[src/hw/rtl/gbr_pkg.sv]
// ----------------------------------------------------------------------------
// gbr_pkg: shared types and constants of the RGB Gaussian blur
// Beat payload types, register indexes, default geometry and the
// coefficient generator used to build the per-cell coefficient tables.
// ----------------------------------------------------------------------------
package gbr_pkg;

  // default build values
  localparam int MAX_KERNEL_DEF = 11;
  localparam int MAX_WIDTH_DEF  = 2048;
  localparam int COEF_FRAC_DEF  = 16;

  // register reset values
  localparam logic [11:0] WIDTH_RST  = 12'd640;
  localparam logic [11:0] HEIGHT_RST = 12'd480;
  localparam logic [2:0]  RADIUS_RST = 3'd2;

  // largest geometry the counters cover
  localparam logic [11:0] GEOM_CAP = 12'd2048;

  // configuration register indexes
  typedef enum logic [1:0] {
    REG_WIDTH  = 2'd0,
    REG_HEIGHT = 2'd1,
    REG_RADIUS = 2'd2
  } reg_idx_t;

  // input beat
  typedef struct packed {
    logic [7:0] pixel_red;
    logic [7:0] pixel_green;
    logic [7:0] pixel_blue;
  } pixel_t;

  // output beat
  typedef struct packed {
    logic [7:0]  out_red;
    logic [7:0]  out_green;
    logic [7:0]  out_blue;
    logic [10:0] out_col;
    logic [10:0] out_row;
    logic        frame_last;
  } result_t;

  // per-beat bookkeeping carried down the pipeline
  typedef struct packed {
    logic        interior;
    logic [10:0] col;
    logic [10:0] row;
    logic        last;
  } meta_t;

  // pipeline control handed to every cell
  typedef struct packed {
    logic adv;
    logic shift;
  } ctl_t;

  localparam longint unsigned Q31 = 64'd1 << 31;

  // shift-subtract quotient, elaboration use only
  function automatic longint unsigned udiv(input longint unsigned n,
                                           input longint unsigned d);
    longint unsigned q;
    longint unsigned rem;
    int k;
    q   = 0;
    rem = 0;
    for (k = 63; k >= 0; k--) begin
      rem = {rem[62:0], n[k]};
      if (rem >= d) begin
        rem  = rem - d;
        q[k] = 1'b1;
      end
    end
    return q;
  endfunction

  // exp(-f) in Q1.31 by Taylor series, f in Q1.31
  function automatic longint unsigned exp_series(input longint unsigned fq);
    longint sum;
    longint unsigned term;
    int i;
    sum  = longint'(Q31);
    term = Q31;
    for (i = 1; i <= 30; i++) begin
      term = udiv((term * fq) >> 31, longint'(i));
      if ((i & 1) == 1) sum = sum - longint'(term);
      else sum = sum + longint'(term);
    end
    return (sum < 0) ? 64'd0 : longint'(sum);
  endfunction

  // exp(-num/den) in Q1.31
  function automatic longint unsigned exp_neg(input longint unsigned num,
                                              input longint unsigned den);
    longint unsigned whole;
    longint unsigned rem;
    longint unsigned res;
    longint unsigned e1;
    longint unsigned k;
    whole = udiv(num, den);
    rem   = num - whole * den;
    res   = exp_series(udiv(rem << 31, den));
    e1    = exp_series(Q31);
    for (k = 0; k < whole; k++) res = (res * e1) >> 31;
    return res;
  endfunction

  // rounded coefficient for radius r at offsets (ay, ax)
  function automatic longint unsigned coef(input longint unsigned r,
                                           input longint unsigned ay,
                                           input longint unsigned ax,
                                           input int frac);
    longint unsigned m;
    longint unsigned d;
    longint unsigned e;
    longint unsigned x;
    m = 30 * r + 65;
    d = m * m;
    e = exp_neg(5000 * (ax * ax + ay * ay), d);
    x = udiv(e * 64'd166075000, 64'd104348 * d);
    return (x + (64'd1 << (30 - frac))) >> (31 - frac);
  endfunction

  // coefficient seen at window position (y, x) for radius r
  function automatic longint unsigned coef_at(input int win, input int r,
                                              input int y, input int x,
                                              input int frac);
    int base;
    int ay;
    int ax;
    base = win - 1 - 2 * r;
    if (y < base || x < base) return 64'd0;
    ay = (y - base > r) ? (y - base - r) : (r - (y - base));
    ax = (x - base > r) ? (x - base - r) : (r - (x - base));
    return coef(longint'(r), longint'(ay), longint'(ax), frac);
  endfunction

endpackage

[src/hw/rtl/gbr_cell.sv]
// ----------------------------------------------------------------------------
// gbr_cell: one window column of the blur
// Holds a column of pixels, passes it to its left neighbour on every shift
// and forms the weighted column sum of each channel over two stages.
// ----------------------------------------------------------------------------
module gbr_cell #(
  parameter int WIN            = gbr_pkg::MAX_KERNEL_DEF,
  parameter int POS            = 0,
  parameter int COEF_FRAC_BITS = gbr_pkg::COEF_FRAC_DEF,
  localparam int RADII = (WIN + 1) / 2,
  localparam int RW    = (RADII > 1) ? $clog2(RADII) : 1,
  localparam int PW    = 8 + COEF_FRAC_BITS,
  localparam int CSW   = PW + $clog2(WIN + 1)
) (
  input  logic            clk,
  input  logic            rst,
  input  gbr_pkg::ctl_t   ctl,
  input  logic [RW-1:0]   radius,
  input  gbr_pkg::pixel_t col_in  [WIN],
  output gbr_pkg::pixel_t col_out [WIN],
  output logic [CSW-1:0]  col_sum [3]
);

  gbr_pkg::pixel_t           col     [WIN];
  logic [COEF_FRAC_BITS-1:0] coef_tab [WIN][RADII];
  logic [COEF_FRAC_BITS-1:0] coef_sel [WIN];
  logic [PW-1:0]             prod    [WIN][3];
  logic [CSW-1:0]            sum_next [3];

  // coefficient tables for this column, one entry per radius
  for (genvar y = 0; y < WIN; y++) begin : g_row
    for (genvar rr = 0; rr < RADII; rr++) begin : g_rad
      localparam longint unsigned CV =
        gbr_pkg::coef_at(WIN, rr, y, POS, COEF_FRAC_BITS);
      assign coef_tab[y][rr] = CV[COEF_FRAC_BITS-1:0];
    end
    assign coef_sel[y] = coef_tab[y][radius];
  end

  // column register, shifted in from the right neighbour
  always_ff @(posedge clk) begin
    if (rst) begin
      for (int y = 0; y < WIN; y++) col[y] <= '0;
    end else if (ctl.shift) begin
      for (int y = 0; y < WIN; y++) col[y] <= col_in[y];
    end
  end

  assign col_out = col;

  // products of each pixel with its coefficient, positions outside the kernel give zero
  always_ff @(posedge clk) begin
    if (ctl.adv) begin
      for (int y = 0; y < WIN; y++) begin
        prod[y][0] <= (coef_sel[y] == '0) ? '0
                      : PW'(col[y].pixel_red)   * PW'(coef_sel[y]);
        prod[y][1] <= (coef_sel[y] == '0) ? '0
                      : PW'(col[y].pixel_green) * PW'(coef_sel[y]);
        prod[y][2] <= (coef_sel[y] == '0) ? '0
                      : PW'(col[y].pixel_blue)  * PW'(coef_sel[y]);
      end
    end
  end

  // column sum per channel
  always_comb begin
    for (int k = 0; k < 3; k++) begin
      sum_next[k] = '0;
      for (int y = 0; y < WIN; y++) sum_next[k] = sum_next[k] + CSW'(prod[y][k]);
    end
  end

  always_ff @(posedge clk) begin
    if (ctl.adv) begin
      for (int k = 0; k < 3; k++) col_sum[k] <= sum_next[k];
    end
  end

endmodule

[config.mk]
export PLATFORM = sky130hd
export DESIGN_NAME = gbr_cell
export DESIGN_NICKNAME = d
export VERILOG_FILES = /design/src/hw/rtl/gbr_pkg.sv /design/src/hw/rtl/gbr_cell.sv
export SDC_FILE = /design/constraint.sdc
export NUM_CORES = 2
export LEC_CHECK = 0
export BUFFER_PORTS_ARGS = -buffer_cell sky130_fd_sc_hd__buf_2
export CAP_MARGIN = 15
export CORE_UTILIZATION = 35
export CTS_BUF_LIST = sky130_fd_sc_hd__clkbuf_16
export DETAILED_ROUTE_END_ITERATION = 7
export PLACE_DENSITY_LB_ADDON = 0.08
export SETUP_SLACK_MARGIN = 0.4
export SYNTH_ARGS = -nofsm -noshare
export SYNTH_HDL_FRONTEND = slang
export SYNTH_SLANG_ARGS = --single-unit
[constraint.sdc]
create_clock -name clk -period 8.75 [get_ports clk]
set_input_delay 0.4375 -clock clk [delete_from_list [all_inputs] [get_ports clk]]
set_output_delay 0.4375 -clock clk [all_outputs]
set_load 0.1 [all_outputs]
-- After elaboration in Yosys (flattened, before gate mapping)
Memories as Yosys holds them, arrays and structs flattened.
Index checks and enable logic that the tools add are counted.
- bits in writable memories: 792
- input port bits: 271
- output and inout bits: 348
- logic and storage cells: 161
- memories kept: 7
- bits in latches: 0
- ROM bits: 768
- register bits: 348
- add/subtract/negate cells: 30
- bitwise logic cells: 1
- divide/modulo/power cells: 0
- mux-type cells: 47
- $mul: 33
- reduce and logical (&&, ||, !) cells: 6
- order comparisons: 1
- shift operators: 0
- eq/ne operators: 0
- memory list (memory ; depth ; bits a word ; read ports ; clocked after Yosys merged registers in ; write ports ; RTL line ; RTL):
    prod ; 11 ; 72 ; 11 ; 0 ; 11 ; gbr_cell.sv:27 ; logic [PW-1:0] prod [WIN][3];
    (no name shown) ; 8 ; 16 ; 1 ; 0 ; 0 ; gbr_cell.sv:37 ; assign coef_sel[y] = coef_tab[y][radius];
    (no name shown) ; 8 ; 16 ; 1 ; 0 ; 0 ; gbr_cell.sv:37 ;
    (no name shown) ; 8 ; 16 ; 1 ; 0 ; 0 ; gbr_cell.sv:37 ;
    (no name shown) ; 8 ; 16 ; 1 ; 0 ; 0 ; gbr_cell.sv:37 ;
    (no name shown) ; 8 ; 16 ; 1 ; 0 ; 0 ; gbr_cell.sv:37 ;
    +1 memories ; - ; - ; - ; - ; - ; - ;
- operators by type and width (operator ; number):
    8-bit by 16-bit multiplier with 24-bit output ; 33
    24-bit 2-to-1 mux ; 33
    28-bit by 24-bit adder with 28-bit output ; 18
    16-bit 2-to-1 mux ; 12
    16-bit logical NOT ; 6
    27-bit by 24-bit adder with 28-bit output ; 3
    26-bit by 24-bit adder with 27-bit output ; 3
    25-bit by 24-bit adder with 26-bit output ; 3
    24-bit by 24-bit adder with 25-bit output ; 3
    4-bit >= comparator, second input constant ; 1
    3-bit inverter with 4-bit output ; 1
    1-bit 2-to-1 mux ; 2

-- Depth between registers and ports, before layout
An unclocked memory read counts as a cell.
- word-level depth: 11
- gate-level depth with buffers: 22
- depth with buffers taken out: 18

-- Worst setup path before layout
OpenSTA, ideal clock, no wires.
- path type: input to register
- start: in radius[0]
- end: mem prod[5][61] (netlist bit), data pin
- stages on the path: 20
- required time: 8484 ps
- library setup time: 266 ps
- path slack: 3643 ps
- arrival: 4841 ps
- cell sequence: clkbuf_1 -> and2_1 -> clkbuf_1 -> buf_2 -> buf_1 -> nand2_1 -> inv_1 -> ha_1 -> fa_1 -> fa_1 -> inv_1 -> fa_1 -> inv_1 -> ha_1 -> o21ai_0 -> nand2b_1 -> a21o_1 -> a41oi_1 -> xor2_1 -> nor2_1
- RTL lines (item ; RTL line ; RTL):
    start, declared ; gbr_cell.sv:18 ; input logic [RW-1:0] radius,
    end, declared ; gbr_cell.sv:27 ;

==> flow_summary.yaml <==
placed_design:
  dp_cells: 9317
  port_buffers: 593
  dp_hpwl_um: 153700
  post-place-ws_ns: 2.674
  gp_congestion: 0.8506
critical_path:
  crit_type: "flop to flop"
  crit_path_start_kind: "flop"
  startpoint: "prod[7][27]"
  endpoint: "col_sum[47]"
  reg2reg_depth: 16
  arrival_ns: 6.45
  worstPathRequired_ns: 9.25
  worstReg2RegStart: "prod[7][27]"
  critical_path.max_fanout: 3
  r2r_setup_slack_ns: 2.80
  r2r_end: "col_sum[47]"
  critPathCaptureType: "flop"
timing:
  setup_slack_ns: 2.800
  post-route-min-period_ns: 5.950
  finalSetupViolCount: 0
  finalClockSkew_ns: 0.04081
  min_period_over_period_pct: 68.00
  slew_headroom_pct: 20.70
  fin_tns_setup_ns: 0
  timing.fmax_ghz: 0.1681
  slew_violations: 0
  worst_pin_slew_ns: 1.189
  rsz0062_at_grt: "false"
  hold_violations: 0
power_and_ir_drop:
  powerDensity_nw_per_um2: 239.6
  peakVddDrop_v: 0.0002113
  power_leakage_nw: 42.53
synth:
  synth_most_common_cell: "inv_1"
  yosys.area_share.simple_pct: 10.08
  synth_edf_count: 540
  synth.area.mux_share_pct: 4.110
  synthFlopType: "edfxtp_1"
  netlist-cell-type-count: 68
  synth_top_cell_by_area: "edfxtp_1"
  yosys-top-cells-count: "inv_1, ha_1, fa_1, nor2_1, edfxtp_1"
  yosys.area.top_type_share_pct: 24.21
  synth_seq_area_share_pct: 32.10
  async_flop_share_pct: 0
  ys_ff_latch: 804
  synth_area_per_cell_um2: 10.51
  synth_top_family_by_area: "adder cells"
  synth-warning-count: 0
  synthesis.area_um2: 66970
  postSynthCellCount: 6373
  synth_xor_area_share_pct: 2.602
  synthAdderAreaFrac_pct: 36.92
  synth-compound-area-share_pct: 5.537
  netlist_top_cells_area: "edfxtp_1, ha_1, fa_1, dfxtp_1, inv_1"
floorplan:
  rows: 160
  dieArea_um2: 193100
  die_w_um: 439.4
  io_pins: 619
  dieHeight_um: 439.4
  start_util_pct: 35.22
  core_um2: 190200
detailed_routing:
  wl_per_cell_um: 19.82
  dr.pass1.iters: 5
  final_antenna_net_count: 0
  via_per_inst: 4.705
  via_count: 46030
  drt_iter0_drc: 2417
  drc: 0
  drt_wl_total_um: 193900
cts:
  ctsHtreeMaxLevel: 3
  post_cts_buffers: 0
  cts_tree: "done"
  clock_path_buffers: 3
  worstSkewPairLatency_ns: 0.76
  cts.sinks: 804
  clkTransAtPathRegs_ns: 0.06
  cts_buffers: 106
  root_buffer: "clkbuf_16"
global_routing:
  grt.overflow.total: 0
  grtUsageTotal_pct: 20.16
  grt_max_degree: 159
  antenna_found_initial: 14
  grt_first_pass_wirelength_um: 292200
  grt_pass1_vias: 47277
cells_and_area:
  nets: 9087
  syn_to_final_growth_pct: 17.60
  seqCellArea_um2: 21500
  final_cells: 9784
  drive_above_1_share_pct: 11.07
  multi_input_area_um2: 39790
  fillerInstances: 18626
job:
  drv_cap: 0
status:
  outcome: "completed"
min_path:
  hold_class: "input pin to flop"
==> state kept, by name, indices dropped and copies added (netlist names) <==
signal / count
col_sum: 60
prod: 480
col_out: 264
==> report_power, final <==
part / internal [mW] / switching (mW)
sequential: 4.73 / 0.201
clock: 2.53 / 1.86
combinational: 3.22 / 6.32
total: 10.5 / 8.39
==> kinds of logic after synthesis <==
kind of cell	count (synthesis)
flip-flops	804
buffers and inverters	1507
other	1
XOR/XNOR	199
multiplexers	275
AO/OA/AOI/OAI	566
adder cells (fa/ha/maj)	1638
AND/OR/NAND/NOR	1383
==> cell type report <==
cell class / instances / area share [%]
Clock buffer: 116 / 3.686
Timing Repair Buffer: 888 / 7.610
Sequential cell: 804 / 27.30
Clock inverter: 84 / 0.7276
Multi-Input combinational cell: 4085 / 50.52
Antenna cell: 3 / 0.009532
Inverter: 1293 / 6.162
Tap cell: 2511 / 3.989
==> cell usage in the layout (no fill, tap or decap), types with 73 or more instances in the layout <==
cell           count
a21o_1            77
a21oi_1          148
and3_1           407
buf_2            588
clkbuf_16        116
dfxtp_1          264
dlygate4sd3_1    264
edfxtp_1         540
fa_1             564
ha_1            1074
inv_1           1318
mux2i_1          275
nand2_1          161
nor2_1           545
nor3_1            86
o21ai_0          109
xnor2_1          126
xor2_1            73
==> worst max-delay path: stages, from the launching register on <==
cell,delay (ns)
edfxtp_1,0.37
inv_1,0.07
fa_1,0.47
inv_1,0.27
fa_1,0.50
fa_1,0.56
fa_1,0.55
inv_1,0.05
fa_1,0.59
inv_1,0.06
ha_1,0.30
a211oi_1,0.38
o211ai_1,0.24
nand4_1,0.16
o21ai_0,0.39
a31o_2,0.42
o31a_1,0.28
==> worst min-delay path by stage <==
stage,start,to,cells after the start,slack (ns)
2_1_floorplan,prod[1][0],col_sum[0],1,0.53
3_3_place_gp,col_out[234],col_out[234],2,0.50
3_5_place_dp,col_out[4],col_out[4],2,0.50
4_1_cts,rst,col_out[154],2,0.09
5_1_grt,rst,col_out[156],2,0.13
6_report,rst,col_out[154],2,0.09
==> what timing repair did <==
action / in CTS / in global routing
resized for setup: 0 / 0
endpoints found under the hold margin: 264 / 0
hold buffers: 264 / 0
==> routing by layer <==
metal / vias up / track usage [%] / routed length (um)
li1: 22644 / - / -
met1: 22443 / 30.28 / 98560
met2: 764 / 30.56 / 83340
met3: 179 / 2.687 / 7896
met4: 0 / 4.367 / 4152
met5: - / 0 / 0
==> through the flow <==
| stage | util, % | hold WS (ns) | power (mW) | instance area, um^2 |
|---|---|---|---|---|
| after floorplan | - | 0.5256 | 11.87 | 67060 |
| after global placement | 38.19 | 0.4996 | 14.57 | 72630 |
| after detailed placement | 38.19 | 0.5003 | 14.58 | 72630 |
| after CTS | 41.41 | 0.09327 | 19.17 | 78750 |
| after global routing | 41.41 | 0.1259 | 20.23 | 78750 |
| final | 41.41 | 0.08783 | 18.87 | 78760 |
Note: power is estimated with default switching activity, not from simulation.
